===== src/rtl/pbdt_pkg.sv =====
// shared types and constants for the drop-tail packet buffer
package pbdt_pkg;

    // ring geometry
    localparam int BUF_DEPTH = 16;
    localparam int IDX_W     = $clog2(BUF_DEPTH);
    localparam int CNT_W     = $clog2(BUF_DEPTH + 1);

    // field widths
    localparam int ARRIVAL_W = 32;
    localparam int PTIME_W   = 16;
    localparam int TIME_W    = 33;
    localparam int SIZE_W    = 5;

    // stream data widths, padded to whole bytes
    localparam int S_TDATA_W = 48;
    localparam int M_TDATA_W = 40;

    // configuration port
    localparam int PADDR_W   = 3;
    localparam int PDATA_W   = 32;
    localparam logic [0:0] REG_BUFFER_SIZE = 1'b0;
    localparam logic [SIZE_W-1:0] BUFFER_SIZE_RESET = SIZE_W'(BUF_DEPTH);

    // saturated finish time
    localparam logic [TIME_W-1:0] TIME_MAX = {TIME_W{1'b1}};

    // sequencer states
    typedef enum logic [2:0] {
        ST_IDLE,
        ST_READ,
        ST_CMP,
        ST_DECIDE
    } state_t;

endpackage


===== src/rtl/packet_buffer_drop_tail.sv =====
// drop-tail packet buffer: head retire loop, admit decision and finish ring
// IDLE takes input; READ and CMP loop per retired entry; DECIDE waits for a free output
// a new packet is accepted only back in IDLE; each retire costs a ring read and a compare
// the shared 33-bit compare then the shared saturating adder set the step time
// a result waiting in the output register does not block the next input transfer
// reset (aresetn low, synchronous): ring empty, head zero, buffer_size 16, no result pending
module packet_buffer_drop_tail (
    input  logic                          aclk,
    input  logic                          aresetn,
    // input stream
    input  logic                          s_tvalid,
    output logic                          s_tready,
    input  logic [pbdt_pkg::S_TDATA_W-1:0] s_tdata,   // arrival[31:0], ptime[47:32]
    // result stream
    output logic                          m_tvalid,
    input  logic                          m_tready,
    output logic [pbdt_pkg::M_TDATA_W-1:0] m_tdata,   // start[32:0], zero pad[39:33]
    output logic                          m_tuser,   // dropped[0]
    // configuration port
    input  logic                          psel,
    input  logic                          penable,
    input  logic                          pwrite,
    input  logic [pbdt_pkg::PADDR_W-1:0]  paddr,
    input  logic [pbdt_pkg::PDATA_W-1:0]  pwdata,
    output logic [pbdt_pkg::PDATA_W-1:0]  prdata,
    output logic                          pready
);

    pbdt_pkg::state_t state_reg, state_next;

    logic [pbdt_pkg::IDX_W-1:0]     head_reg, head_next;
    logic [pbdt_pkg::CNT_W-1:0]     count_reg, count_next;
    logic [pbdt_pkg::TIME_W-1:0]    last_reg, last_next;
    logic [pbdt_pkg::ARRIVAL_W-1:0] arrival_reg;
    logic [pbdt_pkg::PTIME_W-1:0]   ptime_reg;
    logic [pbdt_pkg::SIZE_W-1:0]    size_reg;
    logic                           m_valid_reg, m_valid_next;
    logic [pbdt_pkg::TIME_W-1:0]    m_start_reg, m_start_next;
    logic                           m_drop_reg, m_drop_next;
    logic [pbdt_pkg::TIME_W-1:0]    rd_data_reg;

    logic [pbdt_pkg::TIME_W-1:0]    ring_mem [pbdt_pkg::BUF_DEPTH];

    logic                           in_xfer;
    logic                           cfg_write;
    logic                           out_free;
    logic                           retire;
    logic                           ring_we;
    logic [pbdt_pkg::IDX_W-1:0]     tail_idx;
    logic [pbdt_pkg::CNT_W-1:0]     cap;
    logic                           empty;
    logic                           admit;
    logic [pbdt_pkg::TIME_W-1:0]    base_time;
    logic [pbdt_pkg::TIME_W:0]      sum;
    logic [pbdt_pkg::TIME_W-1:0]    finish;

    // handshakes
    assign in_xfer   = s_tvalid && s_tready;
    assign pready    = 1'b1;
    assign cfg_write = psel && penable && pwrite && pready
                       && (paddr[2] == pbdt_pkg::REG_BUFFER_SIZE);
    assign out_free  = !m_valid_reg || m_tready;

    // effective capacity, clipped to the ring depth
    assign cap = (size_reg > pbdt_pkg::SIZE_W'(pbdt_pkg::BUF_DEPTH))
                 ? pbdt_pkg::CNT_W'(pbdt_pkg::BUF_DEPTH)
                 : pbdt_pkg::CNT_W'(size_reg);

    // shared compare: head entry expired at this arrival
    assign retire = (count_reg != '0)
                    && ({1'b0, arrival_reg} >= rd_data_reg);

    // admit decision and shared saturating adder
    assign empty     = (count_reg == '0);
    assign admit     = empty ? (cap != '0) : (count_reg < cap);
    assign base_time = empty ? {1'b0, arrival_reg} : last_reg;
    assign sum       = {1'b0, base_time}
                       + (pbdt_pkg::TIME_W + 1)'(ptime_reg);
    assign finish    = sum[pbdt_pkg::TIME_W] ? pbdt_pkg::TIME_MAX
                                             : sum[pbdt_pkg::TIME_W-1:0];
    assign tail_idx  = head_reg + count_reg[pbdt_pkg::IDX_W-1:0];

    // next state
    always_comb begin
        state_next = state_reg;
        case (state_reg)
            pbdt_pkg::ST_IDLE: begin
                if (in_xfer) state_next = pbdt_pkg::ST_READ;
            end
            pbdt_pkg::ST_READ: begin
                state_next = pbdt_pkg::ST_CMP;
            end
            pbdt_pkg::ST_CMP: begin
                state_next = retire ? pbdt_pkg::ST_READ : pbdt_pkg::ST_DECIDE;
            end
            pbdt_pkg::ST_DECIDE: begin
                if (out_free) state_next = pbdt_pkg::ST_IDLE;
            end
            default: state_next = pbdt_pkg::ST_IDLE;
        endcase
    end

    // datapath and output controls
    always_comb begin
        head_next    = head_reg;
        count_next   = count_reg;
        last_next    = last_reg;
        ring_we      = 1'b0;
        m_valid_next = m_valid_reg && !m_tready;
        m_start_next = m_start_reg;
        m_drop_next  = m_drop_reg;
        s_tready     = 1'b0;
        case (state_reg)
            pbdt_pkg::ST_IDLE: begin
                s_tready = 1'b1;
            end
            pbdt_pkg::ST_CMP: begin
                if (retire) begin
                    head_next  = head_reg + 1'b1;
                    count_next = count_reg - 1'b1;
                end
            end
            pbdt_pkg::ST_DECIDE: begin
                if (out_free) begin
                    m_valid_next = 1'b1;
                    m_drop_next  = !admit;
                    m_start_next = admit ? base_time : {1'b0, arrival_reg};
                    if (admit) begin
                        ring_we    = 1'b1;
                        last_next  = finish;
                        count_next = count_reg + 1'b1;
                    end
                end
            end
            default: begin
            end
        endcase
    end

    // control registers
    always_ff @(posedge aclk) begin
        if (!aresetn) begin
            state_reg   <= pbdt_pkg::ST_IDLE;
            head_reg    <= '0;
            count_reg   <= '0;
            m_valid_reg <= 1'b0;
            size_reg    <= pbdt_pkg::BUFFER_SIZE_RESET;
        end else begin
            state_reg   <= state_next;
            head_reg    <= head_next;
            count_reg   <= count_next;
            m_valid_reg <= m_valid_next;
            if (cfg_write) size_reg <= pwdata[pbdt_pkg::SIZE_W-1:0];
        end
    end

    // payload registers
    always_ff @(posedge aclk) begin
        last_reg    <= last_next;
        m_start_reg <= m_start_next;
        m_drop_reg  <= m_drop_next;
        if (in_xfer) begin
            arrival_reg <= s_tdata[pbdt_pkg::ARRIVAL_W-1:0];
            ptime_reg   <= s_tdata[pbdt_pkg::ARRIVAL_W +: pbdt_pkg::PTIME_W];
        end
    end

    // finish ring, one write and one registered head read
    always_ff @(posedge aclk) begin
        if (ring_we) ring_mem[tail_idx] <= finish;
        rd_data_reg <= ring_mem[head_reg];
    end

    // outputs
    assign m_tvalid = m_valid_reg;
    assign m_tuser  = m_drop_reg;
    assign m_tdata  = {(pbdt_pkg::M_TDATA_W - pbdt_pkg::TIME_W)'(0), m_start_reg};
    assign prdata   = (paddr[2] == pbdt_pkg::REG_BUFFER_SIZE)
                      ? pbdt_pkg::PDATA_W'(size_reg) : '0;

endmodule


===== config.mk =====
export PLATFORM = sky130hd
export DESIGN_NAME = packet_buffer_drop_tail
export DESIGN_NICKNAME = d
export VERILOG_FILES = /design/src/rtl/pbdt_pkg.sv /design/src/rtl/packet_buffer_drop_tail.sv
export SDC_FILE = /design/constraint.sdc
export NUM_CORES = 1
export LEC_CHECK = 0
export ABC_AREA = 1
export BUFFER_PORTS_ARGS = -buffer_cell sky130_fd_sc_hd__buf_2
export CORE_ASPECT_RATIO = 0.9
export CORE_UTILIZATION = 50
export DETAILED_ROUTE_END_ITERATION = 6
export PLACE_DENSITY = 0.67
export SYNTH_ARGS = -nofsm -noshare
export SYNTH_HDL_FRONTEND = slang
export SYNTH_SLANG_ARGS = --single-unit

===== constraint.sdc =====
create_clock -name aclk -period 5.4 [get_ports aclk]
set_input_delay 0.81 -clock aclk [delete_from_list [all_inputs] [get_ports aclk]]
set_output_delay 0.81 -clock aclk [all_outputs]
set_load 0.02 [all_outputs]

==> impl_results.md, run 1 <==
* Status: completed
* Skew final at 33.6 ps
* CTS tree: done
* Critical R2R Launch: count_reg[1]$_SDFFE_PN0P_
* First-pass DRT Iterations at 5
* Synth cell count leaders: 643 x edfxtp_1, 345 x nor2_1, 335 x o21ai_0
* HPWL Detailed at 40000 um
* Delay-heaviest family, CP: simple AND/OR/NAND/NOR gates
* Total CTS buffers at 73
* Via density at 5.81
* Sequential share of the synthesized area at 69.9%
* I/O Buffers at 101
* Mapped Area at 29100 um2
* Synth area leaders: edfxtp_1 66%, o21ai_0 5.8%, nor2_1 4.5%
* Post-route ant nets at 0
* Setup CP Type: flip-flop to flip-flop
* Syn. warnings at 0
* CP Buf/Inv Count at 2
* # resized after CTS at 0
* Mapped Cells at 2394
* Avg Cell Area, Syn at 12.1 um2
* P_leak at 11.8 nW
* Num rows at 83
* Synthesized flop and latch total at 693
* Reg2reg end: last_reg[32]$_DFFE_PP_
* Rel. slew slack at 20.4%
* Post-synth EDFFs at 643
* CP Max Fanout at 33
* Reg2Reg Setup Slack at 990 ps
* WP data arrival at 4510 ps
* Post CTS Setup Buffer Count at 0
* Congestion Overflow GR at 0
* Final wirelength at 71700 um
* Power per cell area at 403 nW/um2
* Cell accounting for the most synthesized area: edfxtp_1
* CP peak stage delay at 550 ps
* Largest net degree at the start of global routing at 233
* Period utilisation layout at 81.6%
* Share of cells above drive strength 1 at 11.7%
* DIE HEIGHT at 231 um
* Worst Setup SP: count_reg[1]$_SDFFE_PN0P_
* Final instance area at 32700 um2
* Max Slew Vio Count at 0
* Clock Root Buffer: clkbuf_16
* Die X at 256 um
* Fin. Hold Viols at 0
* Count of nets after finishing at 2628
* CORE AREA at 57200 um2
* Worst-path clk slew at 60 ps
* Fmax at 227 MHz
* GRT Total Usage at 24.0%
* Synth top area share at 66.4%
* Worst min-delay path class: primary input to flip-flop
* Hold Buf Count CTS at 0
* GP Congestion at 0.898
* Most used cell, CP: nand2_1
* Final WS setup at 992 ps
* Wire length per cell at 21.7 um
* Num ports at 166
* Vias at 19200
* Critical path cell sequence: nor2_2, nand3_4, o21ai_0, ha_1, inv_1, fa_1, o21ai_0, nand2_1, nand2_1, nand2_1, nand2_1, nand2_1, nand2_1, nand3_1, inv_1, nand2_1, nand2_1, nand3_1
* Post-synth ARST share at 0%
* Initial Util at 50.8%
* Syn-to-layout area delta at 12.5%
* Overall power at 13.2 mW
* First-pass GRT wire length at 107000 um
* Cells on worst reg2reg path at 18
* RSZ-0062 raised after global routing: no
* Startpoint types: flip-flop
* Placed cell area at 30300 um2
* Worst skew pair latency at 630 ps
* Largest Register: ring_mem
* Cell variety after synth at 47
* Worst slew pin tran at 1190 ps
* CTS H-tree depth at 3
* Setup crit end kind: flip-flop
* Max rail drop VDD at 0.217 mV
* Final Setup Violations at 0
* DRC at 0
* DR iter-0 viols at 2021
* Max-cap violation count at 0
* Worst Path Required at 5500 ps
* Initial antenna violation count at 3
* Max reg flops at 528
* Period minus WS final at 4410 ps
* Slowest cell on crit path: nand3_1
* Final setup TNS at 0 ps
* Vias in the first global route at 18600
* Max Root-Sink Buffers at 3
* Clock sinks at 693
* Worst setup endpoint: last_reg[32]$_DFFE_PP_
* Die area at 59100 um2
* Most frequent cell after synthesis: edfxtp_1
* CP Depth at 18
* Dpl ws at 1010 ps
* Ys flop type: edfxtp_1
[metal layers]
metal / up-vias / share of wire (%) / global-route usage, %
met5: - / 0 / 0
met2: 885 / 47 / 39.1
met1: 9373 / 42 / 32.5
met4: 0 / 2.6 / 8.21
li1: 8792 / - / -
met3: 138 / 9.0 / 4.46
[power by group]
group,switching [mW],internal (mW)
clock,2.05,2.98
combinational,1.23,0.322
sequential,0.0529,6.55
total,3.33,9.85
[worst register-to-register path: stages (launching register included)]
cell	delay (ps)
dfxtp_1	410
nor2_2	170
nand3_4	320
o21ai_0	370
ha_1	210
inv_1	70
fa_1	410
o21ai_0	290
nand2_1	120
nand2_1	170
nand2_1	70
nand2_1	80
nand2_1	60
nand2_1	160
nand3_1	180
inv_1	150
nand2_1	60
nand2_1	60
nand3_1	550
[cell type report]
class,count,area [um2]
fill,4483,24500
sequential,693,20300
multi-input combinational,1424,7670
clock buffer,108,2080
tap,765,957
timing repair buffer,137,801
inverter,147,557
clock inverter,26,327
antenna,2,5.00
[cell families (layout without fill, tap and decap cells)]
kind of cell	count (synthesis)	count (layout)	synth area share [%]
other	2	37	0.0258
XOR/XNOR	20	20	0.602
AO/OA/AOI/OAI	565	565	11.7
buffers and inverters	310	418	4.60
AND/OR/NAND/NOR	742	742	10.5
flip-flops	693	693	69.9
adder cells (fa/ha/maj)	62	62	2.75
[worst min path at each step]
stage	startpoint	endpoint	slack, ps	depth (start not counted)
2_1_floorplan	size_reg[2]$_SDFFE_PN0P_	size_reg[2]$_SDFFE_PN0P_	450	2
3_3_place_gp	size_reg[2]$_SDFFE_PN0P_	size_reg[2]$_SDFFE_PN0P_	480	2
3_5_place_dp	size_reg[1]$_SDFFE_PN0P_	size_reg[1]$_SDFFE_PN0P_	490	2
4_1_cts	s_tdata[30]	arrival_reg[30]$_DFFE_PP_	340	1
5_1_grt	s_tdata[30]	arrival_reg[30]$_DFFE_PP_	350	1
6_report	s_tdata[9]	arrival_reg[9]$_DFFE_PP_	370	1
[layout by cell type, fill, tap and decap left out, types with 6 or more instances in the layout]
master	count
o21ai_0	335
o22ai_1	24
edfxtp_1	643
xor2_1	16
nor2_4	15
conb_1	35
o211ai_1	25
nor2_1	331
nand4_1	9
clkbuf_16	76
or2_2	7
buf_4	34
inv_1	139
o221ai_1	108
clkbuf_8	6
dfxtp_1	47
clkinv_2	9
ha_1	59
o21ai_2	9
o21ai_1	6
a21oi_1	45
bufinv_16	6
nand2_1	264
clkbuf_1	26
clkinv_1	8
nand3_1	90
buf_2	101
[per-stage QoR]
step	utilization [%]	hold WS [ps]	instances
finish	57.2	371	3302
global route	57.2	347	3300
CTS	57.2	341	3300
detailed placement	53.0	488	3166
global placement	53.0	479	3166
floorplan	-	455	2427
Note: power is estimated with default switching activity, not from simulation.
==> run 2: changes to the inputs <==
--- a/config.mk
+++ b/config.mk
@@ -10,7 +10,7 @@
 export CORE_ASPECT_RATIO = 0.9
 export CORE_UTILIZATION = 50
 export DETAILED_ROUTE_END_ITERATION = 6
-export PLACE_DENSITY = 0.67
+export PLACE_DENSITY = 0.64
 export SYNTH_ARGS = -nofsm -noshare
 export SYNTH_HDL_FRONTEND = slang
 export SYNTH_SLANG_ARGS = --single-unit
==> constraint.sdc (replaced) <==
create_clock -name aclk -period 4.6 [get_ports aclk]
set_input_delay 0.69 -clock aclk [delete_from_list [all_inputs] [get_ports aclk]]
set_output_delay 0.69 -clock aclk [all_outputs]
set_load 0.02 [all_outputs]
==> run 2 against run 1 <==
  * Clock skew decreased by 16 ps
  * Sequential cell count unchanged
  * First-iteration DRC count decreased by 18%
  * Sequential share of layout area increased by 0.092 points
  * Count of clock-buffer cells in the layout decreased by 18
  * Register-to-register slack got worse by 680 ps
  * Sequential power increased by 17%
  * Clock power increased by 6.4%
  * Die area unchanged
  * Total power increased by 13%
  * Critical endpoint is now ring_mem[0][8]$_DFFE_PP_
  * Highest routed layer unchanged
==> impl_results.md, run 2 (same netlist as run 1, synthesis figures left out) <==
* Status: completed
* Worst min-delay path class: primary input to flip-flop
* Leading cell types in the layout, fill and taps excluded: 643 x edfxtp_1, 335 x o21ai_0, 331 x nor2_1, 264 x nand2_1, 139 x inv_1
* Num rows at 83
* Num ports at 166
* CTS H-tree depth at 3
* Cells on worst reg2reg path at 15
* Via density at 5.76
* Power per cell area at 457 nW/um2
* Skew final at 17.4 ps
* Clock Root Buffer: clkbuf_16
* Post-route ant nets at 0
* Hold Startpoint: s_tdata[29]
* Non-Filler Instances at 3301
* DRC at 0
* Sequential Power Share at 51.9%
* Period minus WS final at 4290 ps
* Share of cells above drive strength 1 at 11.8%
* Largest net degree at the start of global routing at 170
* Dpl ws at 244 ps
* Wire length per cell at 21.3 um
* Net Sw Frac at 25.6%
* Congestion Overflow GR at 0
* Clock power frac at 35.8%
* DIE HEIGHT at 231 um
* Placed cells at 3174
* Count of nets after finishing at 2634
* Vias at 19000
* WP data arrival at 4600 ps
* Syn-to-layout area delta at 12.4%
* Internal Pwr Total at 11.1 mW
* Total CTS buffers at 71
* I/O Buffers at 101
* GRT Total Usage at 23.6%
* HPWL Detailed at 41500 um
* Final setup TNS at 0 ps
* Final WS setup at 309 ps
* Hold Path Stages at 1
* Startpoint types: flip-flop
* Hold Buf Count CTS at 0
* Die area at 59100 um2
* Logic pwr share at 12.3%
* Max-cap violation count at 0
* Critical R2R Launch: count_reg[1]$_SDFFE_PN0P_
* Fmax at 233 MHz
* Max Root-Sink Buffers at 3
* DR iter-0 viols at 1648
* First-pass GRT wire length at 106000 um
* Vias in the first global route at 18100
* CTS tree: done
* Max Slew Vio Count at 0
* Die X at 256 um
* Most common cell after layout, fill and taps aside: edfxtp_1
* Setup crit end kind: flip-flop
* Initial antenna violation count at 1
* CORE AREA at 57200 um2
* Worst Path Required at 4910 ps
* Rel. slew slack at 29.1%
* Reg2reg end: ring_mem[0][8]$_DFFE_PP_
* GP Congestion at 0.905
* P_leak at 11.8 nW
* Setup CP Type: flip-flop to flip-flop
* Max reg flops at 528
* Ant. Diodes at 0
* Overall power at 14.9 mW
* Min-Delay Endpoint: arrival_reg[29]$_DFFE_PP_
* First-pass DRT Iterations at 6
* Max rail drop VDD at 0.199 mV
* RSZ-0062 raised after global routing: yes
* Worst-path clk slew at 60 ps
* Worst slew pin tran at 1060 ps
* Fin. Hold Viols at 0
* CP Max Fanout at 33
* Clock sinks at 693
* Final Setup Violations at 0
* Final instance area at 32700 um2
* Largest Register: ring_mem
* Sw Pwr at 3.82 mW
* Final wirelength at 70200 um
* Worst skew pair latency at 610 ps
* Placed cell area at 30500 um2
* Initial Util at 50.8%
* Period utilisation layout at 93.3%
* Reg2Reg Setup Slack at 310 ps
-- run 2: cell types whose count changed in the layout (fill, tap and decap cells not counted), moves of 4 or more --
cell       delta
buf_12        +9
bufinv_16     -4
clkbuf_1     -11
clkbuf_16     -4
clkinv_1     +13
clkinv_2      +4
nand3_1       -4
nand3_2       +4
nor3_2        -4
nor3_4        +4
-- run 2: how the worst max path moves through the flow --
stage | slack, ps | to | startpoint | cells past startpoint
after detailed placement | 240 | ring_mem[4][17]$_DFFE_PP_ | count_reg[1]$_SDFFE_PN0P_ | 15
final | 310 | ring_mem[0][8]$_DFFE_PP_ | count_reg[1]$_SDFFE_PN0P_ | 15
after CTS | 210 | ring_mem[0][17]$_DFFE_PP_ | count_reg[1]$_SDFFE_PN0P_ | 15
after global routing | -120 | ring_mem[0][3]$_DFFE_PP_ | count_reg[1]$_SDFFE_PN0P_ | 15
after floorplan | -320 | ring_mem[10][0]$_DFFE_PP_ | m_tready | 6
after global placement | 380 | ring_mem[1][23]$_DFFE_PP_ | count_reg[1]$_SDFFE_PN0P_ | 15
-- run 2: per-stage QoR --
step,hold slack [ps],util (%)
finish,258,57.1
global route,231,57.1
global placement,478,53.3
detailed placement,479,53.3
CTS,228,57.1
floorplan,455,-
-- run 2: critical path, cell delays in order (launching register included) --
cell and delay [ps]:
dfxtp_1 420, nor2_2 170, nand3_4 310, nand2_1 150, o21ai_0 140, ha_1 390, nand2_1 70, o21ai_1 250
inv_1 90, o21bai_2 180, nand2_1 70, nand2_1 140, nand2_1 90, nand2_1 220, nand4_4 500, nand3_1 740
-- run 2: layout make-up --
type / instances / area, um2
clock buffer: 90 / 1900
clock inverter: 37 / 249
multi-input combinational: 1424 / 7720
tap: 765 / 957
fill: 4568 / 24500
timing repair buffer: 145 / 973
sequential: 693 / 20300
inverter: 147 / 557
-- run 2: power by group through the flow --
stage	Sequential, mW	Combinational (mW)	Clock [mW]
after floorplan	7.84	1.18	0
after global placement	7.88	1.74	0
after detailed placement	7.88	1.81	0
after CTS	7.75	1.82	5.44
after global routing	7.76	2.05	5.66
final	7.75	1.83	5.35
-- run 2: metal layers --
layer / wire length (um) / vias to the layer above / global-route usage [%] / part of all wire [%]
li1: - / 8796 / - / -
met5: 0 / - / 0 / 0
met3: 5000 / 124 / 3.95 / 7.1
met1: 30700 / 9314 / 33.5 / 44
met2: 32800 / 766 / 37.6 / 47
met4: 1650 / 0 / 7.05 / 2.3
-- run 2: repair_timing --
item	CTS	global route
resized for setup	0	4
hold endpoints to repair	0	0
setup endpoints to repair	0	386
setup buffers	0	0
